==> src/sv/mbrtu_pkg.sv <==
// types, codes and crc helper shared by the modbus rtu read master blocks
`default_nettype none

package mbrtu_pkg;

    localparam logic       OP_REQUEST  = 1'b0;
    localparam logic       OP_RESPONSE = 1'b1;

    localparam logic [15:0] CRC_INIT   = 16'hFFFF;
    localparam logic [15:0] CRC_POLY   = 16'hA001;
    localparam logic [9:0]  DATA_START = 10'd3;
    localparam logic [9:0]  INDEX_MAX  = 10'd1023;
    localparam logic [2:0]  CRC_BYTES  = 3'd6;
    localparam logic [2:0]  LAST_BYTE  = 3'd7;

    typedef enum logic
    {
        CMD_FRAME = 1'b0,
        CMD_VALUE = 1'b1
    } cmd_kind_t;

    typedef struct packed
    {
        logic        operation;
        logic [7:0]  device_address;
        logic [7:0]  func_code;
        logic [15:0] register_address;
        logic [7:0]  word_count;
        logic [7:0]  rx_byte;
        logic        rx_last;
    } item_t;

    typedef struct packed
    {
        logic        tx_valid;
        logic [7:0]  tx_byte;
        logic        value_valid;
        logic [31:0] value;
        logic        last;
    } result_t;

    typedef struct packed
    {
        cmd_kind_t   kind;
        logic [7:0]  device_address;
        logic [7:0]  func_code;
        logic [15:0] register_address;
        logic [7:0]  word_count;
        logic [31:0] value;
    } cmd_t;

    // one byte of crc-16/modbus, bitwise over eight steps
    function automatic logic [15:0] crc_byte(input logic [15:0] crc_in, input logic [7:0] data);
        logic [15:0] crc;
        crc = crc_in ^ {8'h00, data};
        for (int k = 0; k < 8; k++)
        begin
            if (crc[0])
            begin
                crc = (crc >> 1) ^ CRC_POLY;
            end
            else
            begin
                crc = crc >> 1;
            end
        end
        return crc;
    endfunction

endpackage

`default_nettype wire

==> src/sv/mbrtu_queue.sv <==
// command queue between the front and back parts
`default_nettype none

module mbrtu_queue #(
    parameter int DEPTH = 4
) (
    input  wire logic            clk,
    input  wire logic            rst_n,
    input  wire logic            push,
    input  wire mbrtu_pkg::cmd_t push_data,
    output logic                 full,
    input  wire logic            pop,
    output mbrtu_pkg::cmd_t      pop_data,
    output logic                 empty
);

    localparam int PTR_W = $clog2(DEPTH);
    localparam int CNT_W = $clog2(DEPTH + 1);

    mbrtu_pkg::cmd_t entries [DEPTH];

    logic [PTR_W-1:0] wr_ptr_reg, wr_ptr_next;
    logic [PTR_W-1:0] rd_ptr_reg, rd_ptr_next;
    logic [CNT_W-1:0] count_reg, count_next;

    logic do_push;
    logic do_pop;

    assign full     = (count_reg == CNT_W'(DEPTH));
    assign empty    = (count_reg == '0);
    assign do_push  = push && !full;
    assign do_pop   = pop && !empty;
    assign pop_data = entries[rd_ptr_reg];

    always_comb
    begin
        wr_ptr_next = wr_ptr_reg;
        rd_ptr_next = rd_ptr_reg;
        count_next  = count_reg;
        if (do_push)
        begin
            wr_ptr_next = (wr_ptr_reg == PTR_W'(DEPTH - 1)) ? '0 : wr_ptr_reg + 1'b1;
        end
        if (do_pop)
        begin
            rd_ptr_next = (rd_ptr_reg == PTR_W'(DEPTH - 1)) ? '0 : rd_ptr_reg + 1'b1;
        end
        if (do_push && !do_pop)
        begin
            count_next = count_reg + 1'b1;
        end
        else if (do_pop && !do_push)
        begin
            count_next = count_reg - 1'b1;
        end
    end

    always_ff @(posedge clk or negedge rst_n)
    begin
        if (!rst_n)
        begin
            wr_ptr_reg <= '0;
            rd_ptr_reg <= '0;
            count_reg  <= '0;
        end
        else
        begin
            wr_ptr_reg <= wr_ptr_next;
            rd_ptr_reg <= rd_ptr_next;
            count_reg  <= count_next;
        end
    end

    always_ff @(posedge clk)
    begin
        if (do_push)
        begin
            entries[wr_ptr_reg] <= push_data;
        end
    end

endmodule

`default_nettype wire

==> src/sv/mbrtu_front.sv <==
// front part: accepts items, tracks the response window and queues commands
`default_nettype none

module mbrtu_front (
    input  wire logic             clk,
    input  wire logic             rst_n,
    input  wire logic             item_valid,
    output logic                  item_stall,
    input  wire mbrtu_pkg::item_t item,
    output logic                  push,
    output mbrtu_pkg::cmd_t       push_data,
    input  wire logic             full
);

    logic [7:0]  expected_words_reg, expected_words_next;
    logic [9:0]  response_index_reg, response_index_next;
    logic [31:0] accumulator_reg, accumulator_next;

    logic        accept;
    logic [9:0]  window_end;
    logic [31:0] acc_upd;

    assign item_stall = full;
    assign accept     = item_valid && !full;
    assign window_end = mbrtu_pkg::DATA_START + {1'b0, expected_words_reg, 1'b0};

    always_comb
    begin
        expected_words_next = expected_words_reg;
        response_index_next = response_index_reg;
        accumulator_next    = accumulator_reg;
        push                = 1'b0;
        acc_upd             = accumulator_reg;

        push_data.kind             = mbrtu_pkg::CMD_FRAME;
        push_data.device_address   = item.device_address;
        push_data.func_code        = item.func_code;
        push_data.register_address = item.register_address;
        push_data.word_count       = item.word_count;
        push_data.value            = acc_upd;

        if (response_index_reg >= mbrtu_pkg::DATA_START && response_index_reg < window_end)
        begin
            acc_upd = {accumulator_reg[23:0], item.rx_byte};
        end

        if (accept)
        begin
            if (item.operation == mbrtu_pkg::OP_REQUEST)
            begin
                push                = 1'b1;
                expected_words_next = item.word_count;
                response_index_next = '0;
                accumulator_next    = '0;
            end
            else
            begin
                accumulator_next = acc_upd;
                if (response_index_reg != mbrtu_pkg::INDEX_MAX)
                begin
                    response_index_next = response_index_reg + 1'b1;
                end
                if (item.rx_last)
                begin
                    push                = 1'b1;
                    push_data.kind      = mbrtu_pkg::CMD_VALUE;
                    push_data.value     = acc_upd;
                    response_index_next = '0;
                    accumulator_next    = '0;
                end
            end
        end
    end

    always_ff @(posedge clk or negedge rst_n)
    begin
        if (!rst_n)
        begin
            expected_words_reg <= '0;
            response_index_reg <= '0;
            accumulator_reg    <= '0;
        end
        else
        begin
            expected_words_reg <= expected_words_next;
            response_index_reg <= response_index_next;
            accumulator_reg    <= accumulator_next;
        end
    end

endmodule

`default_nettype wire

==> src/sv/mbrtu_back.sv <==
// back part: streams frame bytes with a running crc, or a collected value
`default_nettype none

module mbrtu_back (
    input  wire logic            clk,
    input  wire logic            rst_n,
    input  wire logic            empty,
    input  wire mbrtu_pkg::cmd_t pop_data,
    output logic                 pop,
    output logic                 result_valid,
    input  wire logic            result_stall,
    output mbrtu_pkg::result_t   result
);

    logic               active_reg, active_next;
    logic [2:0]         byte_idx_reg, byte_idx_next;
    logic [15:0]        crc_reg, crc_next;
    mbrtu_pkg::cmd_t    frame_reg, frame_next;
    logic               out_valid_reg, out_valid_next;
    mbrtu_pkg::result_t out_reg, out_next;

    logic       advance;
    logic [7:0] cur_byte;

    assign advance      = !out_valid_reg || !result_stall;
    assign result_valid = out_valid_reg;
    assign result       = out_reg;

    always_comb
    begin
        case (byte_idx_reg)
            3'd0:    cur_byte = frame_reg.device_address;
            3'd1:    cur_byte = frame_reg.func_code;
            3'd2:    cur_byte = frame_reg.register_address[15:8];
            3'd3:    cur_byte = frame_reg.register_address[7:0];
            3'd4:    cur_byte = 8'h00;
            3'd5:    cur_byte = frame_reg.word_count;
            3'd6:    cur_byte = crc_reg[7:0];
            default: cur_byte = crc_reg[15:8];
        endcase
    end

    always_comb
    begin
        active_next    = active_reg;
        byte_idx_next  = byte_idx_reg;
        crc_next       = crc_reg;
        frame_next     = frame_reg;
        out_valid_next = out_valid_reg;
        out_next       = out_reg;
        pop            = 1'b0;

        if (advance)
        begin
            out_valid_next = 1'b0;
            if (active_reg)
            begin
                out_valid_next       = 1'b1;
                out_next.tx_valid    = 1'b1;
                out_next.tx_byte     = cur_byte;
                out_next.value_valid = 1'b0;
                out_next.value       = '0;
                out_next.last        = (byte_idx_reg == mbrtu_pkg::LAST_BYTE);
                if (byte_idx_reg < mbrtu_pkg::CRC_BYTES)
                begin
                    crc_next = mbrtu_pkg::crc_byte(crc_reg, cur_byte);
                end
                byte_idx_next = byte_idx_reg + 1'b1;
                if (byte_idx_reg == mbrtu_pkg::LAST_BYTE)
                begin
                    active_next = 1'b0;
                end
            end
            else if (!empty)
            begin
                pop            = 1'b1;
                out_valid_next = 1'b1;
                if (pop_data.kind == mbrtu_pkg::CMD_VALUE)
                begin
                    out_next.tx_valid    = 1'b0;
                    out_next.tx_byte     = '0;
                    out_next.value_valid = 1'b1;
                    out_next.value       = pop_data.value;
                    out_next.last        = 1'b1;
                end
                else
                begin
                    // byte 0 goes out right away, crc starts on it
                    frame_next           = pop_data;
                    crc_next             = mbrtu_pkg::crc_byte(mbrtu_pkg::CRC_INIT,
                                                               pop_data.device_address);
                    byte_idx_next        = 3'd1;
                    active_next          = 1'b1;
                    out_next.tx_valid    = 1'b1;
                    out_next.tx_byte     = pop_data.device_address;
                    out_next.value_valid = 1'b0;
                    out_next.value       = '0;
                    out_next.last        = 1'b0;
                end
            end
        end
    end

    always_ff @(posedge clk or negedge rst_n)
    begin
        if (!rst_n)
        begin
            active_reg    <= 1'b0;
            byte_idx_reg  <= '0;
            out_valid_reg <= 1'b0;
        end
        else
        begin
            active_reg    <= active_next;
            byte_idx_reg  <= byte_idx_next;
            out_valid_reg <= out_valid_next;
        end
    end

    always_ff @(posedge clk)
    begin
        crc_reg   <= crc_next;
        frame_reg <= frame_next;
        out_reg   <= out_next;
    end

endmodule

`default_nettype wire

==> src/sv/modbus_rtu_read_master_frames_top.sv <==
// top level of the modbus rtu read master framer and response collector
// A request item (operation 0) produces eight result items: the read frame
// bytes followed by the crc-16/modbus low and high bytes, one per cycle unless
// result_stall holds the result register; the back sequencer folds one byte per
// cycle into the running crc under the same condition. Response bytes
// (operation 1) are taken one per cycle while the queue is not full; only
// the byte marked last yields a result, the value collected big-endian from
// the data window, emitted as a single result item. Input is stalled only
// while the command queue (QUEUE_DEPTH entries) is full, and a result
// register sits in front of the result port. Response crc is not checked.
`default_nettype none

module modbus_rtu_read_master_frames_top #(
    parameter int QUEUE_DEPTH = 4
) (
    input  wire logic             clk,
    input  wire logic             rst_n,
    input  wire logic             item_valid,
    output logic                  item_stall,
    input  wire mbrtu_pkg::item_t item,
    output logic                  result_valid,
    input  wire logic             result_stall,
    output mbrtu_pkg::result_t    result
);

    logic            push;
    mbrtu_pkg::cmd_t push_data;
    logic            full;
    logic            pop;
    mbrtu_pkg::cmd_t pop_data;
    logic            empty;

    mbrtu_front u_front (
        .clk        (clk),
        .rst_n      (rst_n),
        .item_valid (item_valid),
        .item_stall (item_stall),
        .item       (item),
        .push       (push),
        .push_data  (push_data),
        .full       (full)
    );

    mbrtu_queue #(
        .DEPTH (QUEUE_DEPTH)
    ) u_queue (
        .clk       (clk),
        .rst_n     (rst_n),
        .push      (push),
        .push_data (push_data),
        .full      (full),
        .pop       (pop),
        .pop_data  (pop_data),
        .empty     (empty)
    );

    mbrtu_back u_back (
        .clk          (clk),
        .rst_n        (rst_n),
        .empty        (empty),
        .pop_data     (pop_data),
        .pop          (pop),
        .result_valid (result_valid),
        .result_stall (result_stall),
        .result       (result)
    );

endmodule

`default_nettype wire
==> config.mk <==
export PLATFORM = sky130hd
export DESIGN_NAME = modbus_rtu_read_master_frames_top
export DESIGN_NICKNAME = d
export VERILOG_FILES = /design/src/sv/mbrtu_pkg.sv /design/src/sv/mbrtu_queue.sv /design/src/sv/mbrtu_front.sv /design/src/sv/mbrtu_back.sv /design/src/sv/modbus_rtu_read_master_frames_top.sv
export SDC_FILE = /design/constraint.sdc
export NUM_CORES = 1
export LEC_CHECK = 0
export BUFFER_PORTS_ARGS = -buffer_cell sky130_fd_sc_hd__buf_2
export CAP_MARGIN = 20
export CORE_MARGIN = 2
export CORE_UTILIZATION = 38
export DETAILED_ROUTE_END_ITERATION = 6
export GPL_ROUTABILITY_DRIVEN = 0
export PLACE_DENSITY = 0.58
export SETUP_SLACK_MARGIN = 0.15
export SYNTH_ARGS = -nofsm -noshare
export SYNTH_HDL_FRONTEND = slang
export SYNTH_SLANG_ARGS = --single-unit
export TNS_END_PERCENT = 20
==> constraint.sdc <==
create_clock -name clk -period 4.51 [get_ports clk]
set_input_delay 0.902 -clock clk [delete_from_list [all_inputs] [get_ports clk]]
set_output_delay 0.902 -clock clk [all_outputs]
set_load 0.02 [all_outputs]
**Word level (Yosys, flattened, before mapping)**

Memory sizes are Yosys's and may differ from the RTL's.
Cells that the tools add are included.

- Bits in registers: 161
- Latch bits: 0
- Bits in writable memories: 292
- Memory bits (read-only): 0
- Input bits: 54
- Output and inout bits: 45
- Logic and storage cells: 193
- Memories: 1

Memory list:

| name | depth | bits a word | read ports | clocked after Yosys merged registers in | write ports | line | RTL |
|---|---|---|---|---|---|---|---|
| u_queue.entries | 4 | 73 | 1 | 0 | 1 | mbrtu_queue.sv:20 | `mbrtu_pkg::cmd_t entries [DEPTH];` |

- $add $sub $neg: 7
- Multipliers: 0
- Div/mod/pow operators: 0
- $lt $le $gt $ge: 3
- Equality and inequality tests: 15
- Shifts and indexed selects: 0
- Mux-type cells: 104
- Bitwise operators: 22
- Reductions and logical operators: 22

Operators with widths:

| kind | count |
|---|---|
| 2-to-1 mux 16 bit | 69 |
| 2-to-1 mux 32 bit | 6 |
| 2-to-1 mux 43 bit | 2 |
| one-hot mux 8 bit (7 select lines) | 1 |
| NOT 2 -> 3 bit | 16 |
| 2-to-1 mux 42 bit | 1 |
| 2-to-1 mux 10 bit | 3 |
| NOT 8 -> 16 bit | 1 |
| bitwise XOR 16 x 8 -> 16 bit | 1 |
| == test 3 bit (second input constant) | 5 |
| 2-to-1 mux 1 bit | 15 |
| 2-to-1 mux 3 bit | 5 |
| adder 10 x 1 -> 10 bit (second input constant) | 1 |
| adder 2 x 9 -> 10 bit (first input constant) | 1 |
| >= comparator 10 x 2 -> 1 bit (second input constant) | 1 |
| < comparator 10 bit | 1 |
| inequality test 10 bit (second input constant) | 1 |
| AND reduction 4 bit | 2 |
| adder 3 x 1 -> 3 bit (second input constant) | 2 |
| == test 3 x 2 -> 1 bit (second input constant) | 2 |
| logical AND 1 bit | 6 |
| logical NOT 1 bit | 6 |
| logical NOT 3 bit | 2 |
| AND reduction 2 bit | 3 |
| 13 further kinds | 20 |

**Logic depth before layout (Yosys ltp)**

An unclocked memory read counts as a cell.

- Depth in word-level cells: 49
- Depth in mapped cells: 14
- Depth with buffers taken out: 11

**Modules after synthesis**

Synthesis repeated with hierarchy kept, for this count alone.

- Cell total of the unflattened synthesis: 1,002
- Area, all modules: 18,525.3 µm²

Modules (own cells, without submodules):

| module | instances | cells each | area each (µm²) | seq. area each (µm²) |
|---|---|---|---|---|
| mbrtu_queue | 1 | 418 | 10,980.5 | 8,943.6 |
| mbrtu_back | 1 | 311 | 4,500.6 | 3,098.0 |
| mbrtu_front | 1 | 273 | 3,044.2 | 1,251.2 |

**Least setup slack after synthesis**

OpenSTA, ideal clock, no wires.

- Kind: input to register
- Start point: in result_stall
- End point: reg u_back.crc_reg[0] (enable)
- Library setup time: 0.399 ns
- Data arrival time: 4.437 ns
- Path slack: -0.326 ns
- Stages: 3
- Buffers on the path: 0
- Cells stage by stage: a21oi_1 > nand2_1 > a31oi_1

- Longest elaborated chain between the ends: 3

RTL lines:

| what | line | RTL |
|---|---|---|
| from (decl) | modbus_rtu_read_master_frames_top.sv:22 | `input wire logic result_stall,` |
| logical NOT 1 bit | mbrtu_back.sv:25 | `assign advance = !out_valid_reg \|\| !result_stall;` |
| logical OR 1 bit | mbrtu_back.sv:25 |  |
| AND reduction 4 bit (no source line) | - |  |
| to (signal assigned) | mbrtu_back.sv:122 | `crc_reg <= crc_next;` |
| to (decl) | mbrtu_back.sv:17 | `logic [15:0] crc_reg, crc_next;` |

Every way passes these cells.
A chain may end at the register's enable or synchronous reset.

**Final worst setup path**

- Start point: reg u_back.byte_idx_reg[2]
- End point: reg u_back.crc_reg[0] (data pin)

- Longest elaborated chain between the ends: 35
- Elaborated cells between the ends (all ways): 47

RTL lines:

| what | line | RTL |
|---|---|---|
| from (decl) | mbrtu_back.sv:16 | `logic [2:0] byte_idx_reg, byte_idx_next;` |
| from (signal assigned) | mbrtu_back.sv:115 | `byte_idx_reg <= byte_idx_next;` |
| == test 3 bit, or another cell as far along | mbrtu_back.sv:31 | `case (byte_idx_reg)` |
| one-hot mux 8 bit (7 select lines) * | mbrtu_back.sv:31 |  |
| bitwise XOR 16 x 8 -> 16 bit * | mbrtu_pkg.sv:55 | `crc = crc_in ^ {8'h00, data};` |
| 2-to-1 mux 16 bit * | mbrtu_pkg.sv:58 | `if (crc[0])` |
| 2-to-1 mux 16 bit * | mbrtu_back.sv:64 | `if (byte_idx_reg < mbrtu_pkg::CRC_BYTES)` |
| 2-to-1 mux 16 bit * | mbrtu_back.sv:56 | `if (active_reg)` |
| 2-to-1 mux 16 bit * | mbrtu_back.sv:53 | `if (advance)` |
| 2-to-1 mux 16 bit * | mbrtu_pkg.sv:58 |  |
| (+19 left out) | - |  |
| NOT 2 -> 3 bit (no source line) / 2-to-1 mux 16 bit (equally long branches) | - |  |
| 2-to-1 mux 16 bit * | mbrtu_pkg.sv:58 |  |
| 2-to-1 mux 16 bit * | mbrtu_back.sv:64 |  |
| 2-to-1 mux 16 bit * | mbrtu_back.sv:56 |  |
| 2-to-1 mux 16 bit * | mbrtu_back.sv:53 |  |
| 2-to-1 mux 16 bit * | mbrtu_pkg.sv:58 |  |
| 2-to-1 mux 16 bit * | mbrtu_back.sv:64 |  |
| 2-to-1 mux 16 bit * | mbrtu_back.sv:56 |  |

Mark *: on every way between the ends. The rest lies on a longest branch, timed or not. The select of a mux whose other input is x is not followed.

==> run summary <==
antenna violations before repair: 1
Initial Utilization: 0.382
worst rel slew slack: 0.376
number of antenna repair diodes: 0
Die Wd: 222 microns
clock transition time at the flip-flop clock pins of the worst setup and hold paths: 0.06 ns
max-cap viol count: 0
clock tree root buffer cell: sky130_fd_sc_hd__clkbuf_16
portion of synthesized cell area occupied by the leading cell type: 0.648
Avg Inst Size Synth: 18.8 sq um
top area cells in the synthesized netlist: sky130_fd_sc_hd__edfxtp_1 (65%), sky130_fd_sc_hd__mux4_2 (8.9%), sky130_fd_sc_hd__dfrtp_1 (8.6%)
most area-hungry cell type in the Yosys netlist: sky130_fd_sc_hd__edfxtp_1
maximum number of pins on one net before global-route repair: 57
setup repair after global routing missed its margin: false
predominant post-synthesis flop cell: sky130_fd_sc_hd__edfxtp_1
fraction of layout instances using a drive strength above 1: 0.261
Synth Cell Area: 18100 sq um
Routed wire per std cell: 20.8 microns
worst endpoint required time: 4.83 ns
Int Power: 10.1 mW
arrival time worst endpoint: 4.19 ns
die area: 49500 sq um
P_sw: 4.42 mW
Die Y: 222 microns
most common cell in the synthesized netlist: sky130_fd_sc_hd__edfxtp_1
post-CTS sizing: 0
fin cells: 1735
Worst Path Max Fanout: 22
Post-Route Setup TNS: 0 ns
maximum operating frequency: 258 MHz
classification of the worst setup path: reg2reg
overall fraction of global-route tracks in use: 0.149
nets@finish: 1163
vias in the first global route: 9254
count of input and output buffers: 98
Seq/Total Area, Yosys: 0.733
number of failing setup endpoints in the final timing report: 0
Yosys Warn Count: 0
most numerous cell types in the synthesized netlist: sky130_fd_sc_hd__edfxtp_1 (391), sky130_fd_sc_hd__mux4_2 (72), sky130_fd_sc_hd__dfrtp_1 (62), sky130_fd_sc_hd__mux2_1 (45), sky130_fd_sc_hd__nand2_1 (39)
max reg flops: 292
CTS Buf Count: 47
wirelength, routed: 36100 microns
Vias per Instance: 5.17
share of flip-flops with an asynchronous set or reset: 0.137
relative contribution of combinational cells to total power: 0.319
number of iterations in the first detailed-routing pass: 6
number of placed instances with taps included: 1649
relative contribution of the clock network to total power: 0.260
number of clock sinks seen by CTS: 453
syn_nets: 1041
total via count in the routed design: 8972
CTS max path bufs: 3
number of buffers added to fix hold violations after cts: 0
number of enable-type register cells in the synthesized netlist: 391
HPWL after DPL: 22400 microns
Core Area: 47400 sq um
remaining routing DRC violations: 0
relative area change from synthesis to final layout: 15.6%
clock skew after layout: 0.0128 ns
clock latency at the later pin of the worst-skew pair: 0.56 ns
htree depth: 2
ports placed on the boundary: 99
post-route clock period utilization: 0.859
clock tree from TritonCTS: yes
P_leak: 7.48 nW
cells after synthesis: 963
Max IR drop VDD: 0.000670 V
outcome: completed
post-CTS setup buffer count: 0
Final Critical Period: 3.88 ns
number of standard-cell rows in the floorplan: 80
GRT Residual Overflow: 0
fillers: 4151
Final Max Tran Viols: 0
switching share of power: 0.304
Setup crit end kind: flop
number of hold violations in the final report: 0
logic depth of the worst register-to-register path: 9
slew of the pin with the lowest slew margin: 0.927 ns
Worst Hold Class: in2async
number of DRC markers in iteration 0: 747
Sequential Power Share: 0.422
launching element type of the critical path: flop
first-pass GRT wire length: 56200 microns
synthesized flop and latch total: 453
power density cells: 693 nW/um^2
post-synth cell types: 52
remaining number of nets flagged by the antenna check after routing: 0
==> worst paths after layout <==
check,from,end,slack (ns)
min,rst_n,u_front.accumulator_reg[21],0.33
max in group asynchronous,rst_n,u_front.expected_words_reg[6],3.31
max,u_back.byte_idx_reg[2],u_back.crc_reg[0],0.63
max reg2reg,u_back.byte_idx_reg[2],u_back.crc_reg[0],0.63
min reg2reg,u_front.accumulator_reg[25],u_front.accumulator_reg[25],0.49
min in group clk,u_front.accumulator_reg[25],u_front.accumulator_reg[25],0.49
==> metal layers <==
metal  GRT usage  up-vias  wire length, microns
li1            -     4055                     -
met1       0.210     4640                 16800
met2       0.236      213                 16700
met3      0.0324       62                  1870
met4      0.0426        2                   769
met5           0        -                     7
==> cell usage in the layout (no fill, tap or decap), types with 9 or more instances in the layout <==
cell type / instances
sky130_fd_sc_hd__a22o_1: 38
sky130_fd_sc_hd__inv_1: 11
sky130_fd_sc_hd__nor3_1: 9
sky130_fd_sc_hd__clkbuf_1: 10
sky130_fd_sc_hd__dfrtp_1: 60
sky130_fd_sc_hd__clkbuf_16: 47
sky130_fd_sc_hd__a21o_1: 9
sky130_fd_sc_hd__nor2_1: 24
sky130_fd_sc_hd__a21oi_1: 17
sky130_fd_sc_hd__ha_1: 23
sky130_fd_sc_hd__nand2_1: 39
sky130_fd_sc_hd__edfxtp_1: 391
sky130_fd_sc_hd__xor2_1: 13
sky130_fd_sc_hd__mux2_2: 16
sky130_fd_sc_hd__buf_2: 98
sky130_fd_sc_hd__mux4_2: 72
sky130_fd_sc_hd__mux2_1: 45
sky130_fd_sc_hd__xnor2_1: 25
sky130_fd_sc_hd__buf_4: 15
sky130_fd_sc_hd__nor2b_1: 37
==> power by group through the flow <==
stage                     clock network (mW)  registers, mW  logic (mW)
final                                   3.77           6.12        4.63
after global routing                    4.03           6.23        5.06
after CTS                               3.89           6.15        4.69
after detailed placement                   0           6.23        4.68
after global placement                     0           6.22        4.62
after floorplan                            0           6.08        3.64
==> cell type report <==
class	instances	area [sq um]	area share
clock inverters	21	209	0.00997
well taps	615	769	0.0367
inverters	12	45.0	0.00215
flip-flops and latches	453	13300	0.635
clock buffers	63	1300	0.0618
repair buffers	119	731	0.0349
multi-input cells	452	4610	0.220
==> per-stage QoR <==
stage	setup slack, ns	hold slack [ns]	total power, mW	instance area (sq um)	utilization
after floorplan	0.752	0.459	9.72	18100	-
after global placement	0.819	0.476	10.8	19400	0.409
after detailed placement	0.691	0.478	10.9	19400	0.409
after CTS	0.696	0.494	14.7	20900	0.441
after global routing	0.418	0.353	15.3	21000	0.442
final	0.635	0.328	14.5	21000	0.442
==> worst max-delay path, stage by stage, from the launching register on <==
cell and delay (ns):
sky130_fd_sc_hd__dfrtp_1 0.68, sky130_fd_sc_hd__nor2b_1 0.58, sky130_fd_sc_hd__or2_0 0.46, sky130_fd_sc_hd__a31oi_1 0.23
sky130_fd_sc_hd__xnor2_1 0.42, sky130_fd_sc_hd__xnor3_1 0.41, sky130_fd_sc_hd__xnor3_2 0.27, sky130_fd_sc_hd__xnor2_2 0.16
sky130_fd_sc_hd__or2_1 0.22, sky130_fd_sc_hd__a31o_1 0.20
==> cell families after synthesis <==
logic type                 synth area share
DFF                                   0.733
and+or+nand+nor                      0.0410
muxes                                 0.128
AOI/OAI and AO/OA                    0.0423
buffers and inverters                0.0153
xor gates and xnor gates             0.0227
adders and majority gates            0.0170
Power figures use the tool's default switching activity.
